==> src/rtl/biq_pkg.sv <==
// Shared types and constants of the biquad filter.
// Used by the controller, the datapath and the top level; no dependencies.
`default_nettype none

package biq_pkg;

  // Configuration register indexes.
  localparam int unsigned CFG_IDX_W = 3;
  localparam logic [CFG_IDX_W-1:0] CFG_B0 = 3'd0;
  localparam logic [CFG_IDX_W-1:0] CFG_B1 = 3'd1;
  localparam logic [CFG_IDX_W-1:0] CFG_B2 = 3'd2;
  localparam logic [CFG_IDX_W-1:0] CFG_A1 = 3'd3;
  localparam logic [CFG_IDX_W-1:0] CFG_A2 = 3'd4;

  // Request command codes.
  localparam logic CMD_FILTER = 1'b0;
  localparam logic CMD_CLEAR  = 1'b1;

  typedef enum logic [2:0] {
    ST_IDLE,
    ST_Y,
    ST_A1,
    ST_B2,
    ST_A2,
    ST_FIN
  } state_t;

  typedef enum logic [2:0] {
    OP_NONE,
    OP_LOAD,
    OP_CLEAR,
    OP_Y,
    OP_A1,
    OP_B2,
    OP_A2,
    OP_FIN
  } dp_op_t;

  typedef struct packed {
    dp_op_t op;
  } dp_cmd_t;

  typedef struct packed {
    logic out_free;
  } dp_stat_t;

endpackage

`default_nettype wire

==> src/rtl/biq_ctrl.sv <==
// Sequencer of the biquad filter: steps the shared multiplier through five products.
// Depends on biq_pkg.
`default_nettype none

module biq_ctrl (
  input  wire logic            clk,
  input  wire logic            rst,
  input  wire logic            in_valid,
  input  wire logic            cmd,
  output logic                 in_stall,
  output biq_pkg::dp_cmd_t     dp_cmd,
  input  wire biq_pkg::dp_stat_t dp_stat
);

  biq_pkg::state_t state, state_next;

  always_ff @(posedge clk) begin
    if (rst) begin
      state <= biq_pkg::ST_IDLE;
    end else begin
      state <= state_next;
    end
  end

  always_comb begin
    state_next = state;
    case (state)
      biq_pkg::ST_IDLE: begin
        if (in_valid && (cmd == biq_pkg::CMD_FILTER)) state_next = biq_pkg::ST_Y;
      end
      biq_pkg::ST_Y:  state_next = biq_pkg::ST_A1;
      biq_pkg::ST_A1: state_next = biq_pkg::ST_B2;
      biq_pkg::ST_B2: state_next = biq_pkg::ST_A2;
      biq_pkg::ST_A2: state_next = biq_pkg::ST_FIN;
      biq_pkg::ST_FIN: begin
        if (dp_stat.out_free) state_next = biq_pkg::ST_IDLE;
      end
      default: state_next = biq_pkg::ST_IDLE;
    endcase
  end

  always_comb begin
    in_stall  = 1'b1;
    dp_cmd.op = biq_pkg::OP_NONE;
    case (state)
      biq_pkg::ST_IDLE: begin
        in_stall = 1'b0;
        if (in_valid) begin
          dp_cmd.op = (cmd == biq_pkg::CMD_CLEAR) ? biq_pkg::OP_CLEAR : biq_pkg::OP_LOAD;
        end
      end
      biq_pkg::ST_Y:  dp_cmd.op = biq_pkg::OP_Y;
      biq_pkg::ST_A1: dp_cmd.op = biq_pkg::OP_A1;
      biq_pkg::ST_B2: dp_cmd.op = biq_pkg::OP_B2;
      biq_pkg::ST_A2: dp_cmd.op = biq_pkg::OP_A2;
      biq_pkg::ST_FIN: begin
        if (dp_stat.out_free) dp_cmd.op = biq_pkg::OP_FIN;
      end
      default: dp_cmd.op = biq_pkg::OP_NONE;
    endcase
  end

endmodule

`default_nettype wire

==> src/rtl/biq_datapath.sv <==
// Datapath of the biquad filter: coefficients, shared multiplier, accumulator,
// delay state and output register. Depends on biq_pkg.
`default_nettype none

module biq_datapath #(
  parameter int SAMPLE_WIDTH = 16,
  parameter int COEF_WIDTH   = 18,
  parameter int ACC_WIDTH    = 40
) (
  input  wire logic                                clk,
  input  wire logic                                rst,
  input  wire logic                                cfg_we,
  input  wire logic [biq_pkg::CFG_IDX_W-1:0]       cfg_index,
  input  wire logic [COEF_WIDTH-1:0]               cfg_data,
  input  wire logic signed [SAMPLE_WIDTH-1:0]      sample_in,
  input  wire biq_pkg::dp_cmd_t                    dp_cmd,
  output biq_pkg::dp_stat_t                        dp_stat,
  output logic                                     out_valid,
  input  wire logic                                out_stall,
  output logic signed [SAMPLE_WIDTH-1:0]           sample_out,
  output logic                                     clipped
);

  localparam int PROD_W = SAMPLE_WIDTH + COEF_WIDTH;
  localparam int SUM_W  = ((PROD_W > ACC_WIDTH) ? PROD_W : ACC_WIDTH) + 2;
  localparam int FRAC   = COEF_WIDTH - 4;
  localparam int SHR_W  = SUM_W - FRAC;

  localparam logic signed [COEF_WIDTH-1:0] COEF_ONE =
    {3'b000, 1'b1, {FRAC{1'b0}}};
  localparam logic signed [SUM_W-1:0] ROUND =
    {{(SUM_W-FRAC){1'b0}}, 1'b1, {(FRAC-1){1'b0}}};
  localparam logic signed [SUM_W-1:0] ACC_MAX =
    {{(SUM_W-ACC_WIDTH+1){1'b0}}, {(ACC_WIDTH-1){1'b1}}};
  localparam logic signed [SUM_W-1:0] ACC_MIN =
    {{(SUM_W-ACC_WIDTH+1){1'b1}}, {(ACC_WIDTH-1){1'b0}}};
  localparam logic signed [SHR_W-1:0] Y_MAX =
    {{(SHR_W-SAMPLE_WIDTH+1){1'b0}}, {(SAMPLE_WIDTH-1){1'b1}}};
  localparam logic signed [SHR_W-1:0] Y_MIN =
    {{(SHR_W-SAMPLE_WIDTH+1){1'b1}}, {(SAMPLE_WIDTH-1){1'b0}}};

  logic signed [COEF_WIDTH-1:0]   coef_b0, coef_b1, coef_b2, coef_a1, coef_a2;
  logic signed [SAMPLE_WIDTH-1:0] x_reg, y_reg;
  logic                           clip_reg;
  logic signed [PROD_W-1:0]       prod;
  logic signed [SUM_W-1:0]        acc;
  logic signed [ACC_WIDTH-1:0]    delay_first, delay_second;

  logic signed [COEF_WIDTH-1:0]   mul_coef;
  logic signed [SAMPLE_WIDTH-1:0] mul_data;
  logic                           mul_en;
  logic signed [SUM_W-1:0]        prod_ext, sum_y, n1_sum, n2_sum;
  logic signed [SHR_W-1:0]        y_shr;
  logic signed [SAMPLE_WIDTH-1:0] y_sat;
  logic                           y_hit;
  logic signed [ACC_WIDTH-1:0]    n1_sat, n2_sat;

  function automatic logic signed [ACC_WIDTH-1:0] clamp_acc(
    input logic signed [SUM_W-1:0] v
  );
    logic signed [SUM_W-1:0] r;
    begin
      r = v;
      if (v > ACC_MAX) r = ACC_MAX;
      else if (v < ACC_MIN) r = ACC_MIN;
      return r[ACC_WIDTH-1:0];
    end
  endfunction

  assign dp_stat.out_free = !out_valid || !out_stall;

  // Operand select for the shared multiplier.
  always_comb begin
    mul_en   = 1'b1;
    mul_coef = coef_b0;
    mul_data = x_reg;
    case (dp_cmd.op)
      biq_pkg::OP_LOAD: begin
        mul_coef = coef_b0;
        mul_data = sample_in;
      end
      biq_pkg::OP_Y: begin
        mul_coef = coef_b1;
        mul_data = x_reg;
      end
      biq_pkg::OP_A1: begin
        mul_coef = coef_a1;
        mul_data = y_reg;
      end
      biq_pkg::OP_B2: begin
        mul_coef = coef_b2;
        mul_data = x_reg;
      end
      biq_pkg::OP_A2: begin
        mul_coef = coef_a2;
        mul_data = y_reg;
      end
      default: mul_en = 1'b0;
    endcase
  end

  // Output rounding and saturation, and saturation of the new delay values.
  always_comb begin
    prod_ext = SUM_W'(prod);
    sum_y    = prod_ext + SUM_W'(delay_first) + ROUND;
    y_shr    = $signed(sum_y[SUM_W-1:FRAC]);
    y_hit    = 1'b0;
    y_sat    = y_shr[SAMPLE_WIDTH-1:0];
    if (y_shr > Y_MAX) begin
      y_hit = 1'b1;
      y_sat = Y_MAX[SAMPLE_WIDTH-1:0];
    end else if (y_shr < Y_MIN) begin
      y_hit = 1'b1;
      y_sat = Y_MIN[SAMPLE_WIDTH-1:0];
    end
    n1_sum = acc;
    n2_sum = acc - prod_ext;
    n1_sat = clamp_acc(n1_sum);
    n2_sat = clamp_acc(n2_sum);
  end

  always_ff @(posedge clk) begin
    if (rst) begin
      coef_b0 <= COEF_ONE;
      coef_b1 <= '0;
      coef_b2 <= '0;
      coef_a1 <= '0;
      coef_a2 <= '0;
    end else if (cfg_we) begin
      case (cfg_index)
        biq_pkg::CFG_B0: coef_b0 <= cfg_data;
        biq_pkg::CFG_B1: coef_b1 <= cfg_data;
        biq_pkg::CFG_B2: coef_b2 <= cfg_data;
        biq_pkg::CFG_A1: coef_a1 <= cfg_data;
        biq_pkg::CFG_A2: coef_a2 <= cfg_data;
        default: ;
      endcase
    end
  end

  always_ff @(posedge clk) begin
    if (mul_en) prod <= PROD_W'(mul_coef) * PROD_W'(mul_data);
    case (dp_cmd.op)
      biq_pkg::OP_LOAD: x_reg <= sample_in;
      biq_pkg::OP_Y: begin
        y_reg    <= y_sat;
        clip_reg <= y_hit;
      end
      biq_pkg::OP_A1: acc <= prod_ext + SUM_W'(delay_second);
      biq_pkg::OP_B2: acc <= acc - prod_ext;
      biq_pkg::OP_A2: acc <= prod_ext;
      default: ;
    endcase
  end

  always_ff @(posedge clk) begin
    if (rst) begin
      delay_first  <= '0;
      delay_second <= '0;
    end else begin
      case (dp_cmd.op)
        biq_pkg::OP_CLEAR: begin
          delay_first  <= '0;
          delay_second <= '0;
        end
        biq_pkg::OP_A2:  delay_first  <= n1_sat;
        biq_pkg::OP_FIN: delay_second <= n2_sat;
        default: ;
      endcase
    end
  end

  always_ff @(posedge clk) begin
    if (rst) begin
      out_valid <= 1'b0;
    end else if (dp_cmd.op == biq_pkg::OP_FIN) begin
      out_valid <= 1'b1;
    end else if (!out_stall) begin
      out_valid <= 1'b0;
    end
  end

  always_ff @(posedge clk) begin
    if (dp_cmd.op == biq_pkg::OP_FIN) begin
      sample_out <= y_reg;
      clipped    <= clip_reg;
    end
  end

endmodule

`default_nettype wire

==> src/rtl/biquad_iir_filter.sv <==
// Biquad IIR section, direct form II transposed; uses biq_pkg, biq_ctrl, biq_datapath.
// One sample request is processed at a time: the single shared multiplier forms
//   b0*x, b1*x, a1*y, b2*x and a2*y in turn, and no new request is taken until
//   the result is registered; a clear is taken while idle and gives no result.
// Reset: synchronous, active high; zeroes both delays, sets b0 to 1.0 and the
//   other coefficients to 0, and drops any pending result.
`default_nettype none

module biquad_iir_filter #(
  parameter int SAMPLE_WIDTH = 16,
  parameter int COEF_WIDTH   = 18,
  parameter int ACC_WIDTH    = 40
) (
  input  wire logic                          clk,
  input  wire logic                          rst,
  // Configuration writes; only while the filter is idle.
  input  wire logic                          cfg_we,
  input  wire logic [biq_pkg::CFG_IDX_W-1:0] cfg_index,
  input  wire logic [COEF_WIDTH-1:0]         cfg_data,
  // Sample request channel.
  input  wire logic                          in_valid,
  output logic                               in_stall,
  input  wire logic                          cmd,
  input  wire logic signed [SAMPLE_WIDTH-1:0] sample_in,
  // Result channel.
  output logic                               out_valid,
  input  wire logic                          out_stall,
  output logic signed [SAMPLE_WIDTH-1:0]     sample_out,
  output logic                               clipped
);

  biq_pkg::dp_cmd_t  dp_cmd;
  biq_pkg::dp_stat_t dp_stat;

  // Sequencer: take a request when idle, then walk through the products.
  // It holds in the final step while an earlier result still waits downstream.
  biq_ctrl u_ctrl (
    .clk      (clk),
    .rst      (rst),
    .in_valid (in_valid),
    .cmd      (cmd),
    .in_stall (in_stall),
    .dp_cmd   (dp_cmd),
    .dp_stat  (dp_stat)
  );

  // Datapath: the first product b0*x is formed on the accept edge itself,
  // the rounded and saturated y is fed back into the a1 and a2 products.
  biq_datapath #(
    .SAMPLE_WIDTH (SAMPLE_WIDTH),
    .COEF_WIDTH   (COEF_WIDTH),
    .ACC_WIDTH    (ACC_WIDTH)
  ) u_dp (
    .clk        (clk),
    .rst        (rst),
    .cfg_we     (cfg_we),
    .cfg_index  (cfg_index),
    .cfg_data   (cfg_data),
    .sample_in  (sample_in),
    .dp_cmd     (dp_cmd),
    .dp_stat    (dp_stat),
    .out_valid  (out_valid),
    .out_stall  (out_stall),
    .sample_out (sample_out),
    .clipped    (clipped)
  );

endmodule

`default_nettype wire

==> config.mk <==
export PLATFORM = sky130hd
export DESIGN_NAME = biquad_iir_filter
export DESIGN_NICKNAME = d
export VERILOG_FILES = /design/src/rtl/biq_pkg.sv /design/src/rtl/biq_ctrl.sv /design/src/rtl/biq_datapath.sv /design/src/rtl/biquad_iir_filter.sv
export SDC_FILE = /design/constraint.sdc
export NUM_CORES = 2
export LEC_CHECK = 0
export BUFFER_PORTS_ARGS = -buffer_cell sky130_fd_sc_hd__buf_2
export CAP_MARGIN = 20
export CORE_MARGIN = 2
export CORE_UTILIZATION = 40
export DETAILED_ROUTE_END_ITERATION = 8
export PLACE_DENSITY = 0.58
export SLEW_MARGIN = 0
export SYNTH_ARGS = -nofsm -noshare
export SYNTH_HDL_FRONTEND = slang
export SYNTH_HIERARCHICAL = 1
export SYNTH_SLANG_ARGS = --single-unit
==> constraint.sdc <==
create_clock -name clk -period 13.8 [get_ports clk]
set_clock_uncertainty 0.15 [all_clocks]
set_input_delay 1.38 -clock clk [delete_from_list [all_inputs] [get_ports clk]]
set_output_delay 1.38 -clock clk [all_outputs]
set_load 0.01 [all_outputs]
==> impl_metrics.json <==
{
  "grt_max_degree": 92,
  "gp_congestion": 0.940,
  "cp_max_fo": 25,
  "max_freq_mhz": 92.0,
  "cp.required_ns": 13.96,
  "register_area_um2": 7270,
  "async_flop_share_pct": 0,
  "synth_cell_type_count": 83,
  "fp.dieW_um": 274,
  "rr_endpoint": "u_dp/prod[33]$_DFFE_PP_",
  "fin_nets": 3935,
  "hold_end": "u_dp/clipped$_DFFE_PP_",
  "tightest_slew_ns": 1.20,
  "cts_tree": "done",
  "min_path_cells": 0,
  "synth_top_area_cell": "fa_1",
  "cts_buffers": 38,
  "std_cell_rows": 98,
  "cts.sinks": 300,
  "clk_pin_slew_ns": 0.06,
  "syn_inst": 3365,
  "hold_start": "u_dp/clip_reg$_SDFFCE_PN1N_",
  "numPortBuffers": 61,
  "synth-main-ff-cell": "dfxtp_1",
  "place_area_um2": 30300,
  "wl_per_cell_um": 20.1,
  "cp-start-kind": "input pin",
  "cp.arrival_ns": 11.03,
  "timing.slew.headroom_pct": 19.3,
  "fillers": 7111,
  "clockBufferDepth": 3,
  "cp_common_cell": "fa_1",
  "synth_common_cells": "nand2_1, inv_1, fa_1",
  "cts_resized": 0,
  "overflow": 0,
  "drive_above_1_share_pct": 6.12,
  "status": "finished clean",
  "cpPeakStageDelay_ns": 0.89,
  "cpMaxStageDelayCell": "fa_1",
  "die_y_um": 274,
  "setup_viol": 0,
  "finalHoldViolations": 0,
  "multi_input_area_um2": 19600,
  "htreeDepth": 2,
  "end_kind": "flop",
  "largest_reg_flops": 42,
  "avgSynthCellArea_um2": 8.64,
  "ys_warn_count": 6,
  "syn_nets": 3945,
  "synth_top_area_share_pct": 20.1,
  "reg2reg_depth": 31,
  "antenna_found_initial": 1,
  "vias_per_cell": 5.43,
  "start_util_pct": 40.5,
  "ys_ff_latch": 300,
  "antenna_left": 0,
  "fin_crit_ns": 10.87,
  "final_area_um2": 31700,
  "reg2reg_from": "u_ctrl/state[2]$_SDFFE_PP0P_",
  "synth_top_cells_by_area": "fa_1, edfxtp_1, dfxtp_1",
  "fin_tns_setup_ns": 0,
  "drc": 0,
  "dp_hpwl_um": 66300,
  "postCtsSetupBuffers": 0,
  "synth_enable_flop_cells": 126,
  "rrSetupSlack_ns": 3.34,
  "first_pass_iters": 5,
  "track_usage_pct": 23.4,
  "num_vias": 23500,
  "synth-seq-area-share_pct": 25.0,
  "clk_latency_ns": 0.58,
  "max_flop_register": "u_dp/acc",
  "dieArea_um2": 74900,
  "crit_type": "input pin to flop",
  "rsz0062_at_grt": "false",
  "mappedNetlistArea_um2": 29100,
  "syn_to_final_growth_pct": 8.90,
  "drtIter0Drc": 1912,
  "hp-class": "flop to flop",
  "maxCapViolCount": 0,
  "synth.most_common_cell": "nand2_1",
  "cts-root-buf": "clkbuf_16",
  "slew_violations": 0,
  "core-area_um2": 71700,
  "wl_um": 87100,
  "ctsHoldBuffers": 0,
  "reg.largest.list": "u_dp/acc (42), u_dp/delay_first (40), u_dp/delay_second (40)",
  "boundaryPins": 62,
  "grt_pass1_vias": 23300,
  "grt_pass1_wl_um": 136000,
  "finalCritPeriodShare_pct": 78.8
}
how the worst max path moves through the flow:
stage          startpoint                 endpoint  slack (ns)
2_1_floorplan   out_stall  u_dp/prod[24]$_DFFE_PP_        3.53
3_3_place_gp    out_stall  u_dp/prod[33]$_DFFE_PP_        2.53
3_5_place_dp    out_stall  u_dp/prod[33]$_DFFE_PP_        2.37
4_1_cts         out_stall  u_dp/prod[33]$_DFFE_PP_        2.97
5_1_grt         out_stall  u_dp/prod[33]$_DFFE_PP_        2.32
6_report        out_stall  u_dp/prod[33]$_DFFE_PP_        2.93
metrics by stage:
step	hold slack (ns)	utilization [%]	setup WS (ns)	cells
2_1_floorplan	0.250	-	3.53	3365
3_3_place_gp	0.266	42.3	2.53	4265
3_5_place_dp	0.256	42.3	2.37	4265
4_1_cts	0.291	44.1	2.97	4333
5_1_grt	0.309	44.1	2.32	4334
6_report	0.287	44.1	2.93	4335
layer usage:
metal,wire [um],vias to the layer above,GRT usage (%),share of wire [%]
met4,2770,0,7.41,3.2
met2,37800,769,36.2,43
met1,40200,11300,32.8,46
li1,-,11300,-,-
met3,6220,143,4.63,7.1
met5,0,-,0,0
final cells by class:
class | instances | share of cell area, %
Antenna cell | 2 | 0.0158
Clock buffer | 49 | 3.26
Clock inverter | 19 | 0.952
Inverter | 449 | 5.32
Multi-Input combinational cell | 2466 | 61.8
Sequential cell | 300 | 23.0
Tap cell | 950 | 3.75
Timing Repair Buffer | 100 | 1.91
critical path: cells and delay by family:
| kind | cells | cell delay (ns) |
|---|---|---|
| AO/OA/AOI/OAI | 7 | 1.56 |
| adder cells (fa/ha/maj) | 7 | 3.93 |
| buffers and inverters | 7 | 1.26 |
| AND/OR/NAND/NOR | 12 | 2.87 |
placed cells by master, fill, tap and decap left out, drive strengths merged, types with 49 or more instances in the layout:
cell,netlist,routed
dfxtp,174,174
o21ai,164,164
nand2,487,487
clkbuf,135,49
buf,15,100
xnor2,79,79
inv,448,448
ha,245,245
nor2,255,255
a21oi,266,266
fa,292,292
a21o,95,95
edfxtp,126,126
logic make-up (layout without fill, tap and decap cells):
| family | after synthesis | count (layout) | synth area share [%] |
|---|---|---|---|
| AO/OA/AOI/OAI | 797 | 797 | 17.3 |
| XOR/XNOR | 125 | 125 | 3.77 |
| adder cells (fa/ha/maj) | 537 | 537 | 30.6 |
| buffers and inverters | 599 | 617 | 7.88 |
| flip-flops | 300 | 300 | 25.0 |
| multiplexers | 8 | 8 | 0.284 |
| other | 0 | 2 | 0 |
| AND/OR/NAND/NOR | 999 | 999 | 15.1 |
Power is left out: the tool's default activity adds up to more than one toggle a clock period on the data nets, which glitch-free logic cannot reach.
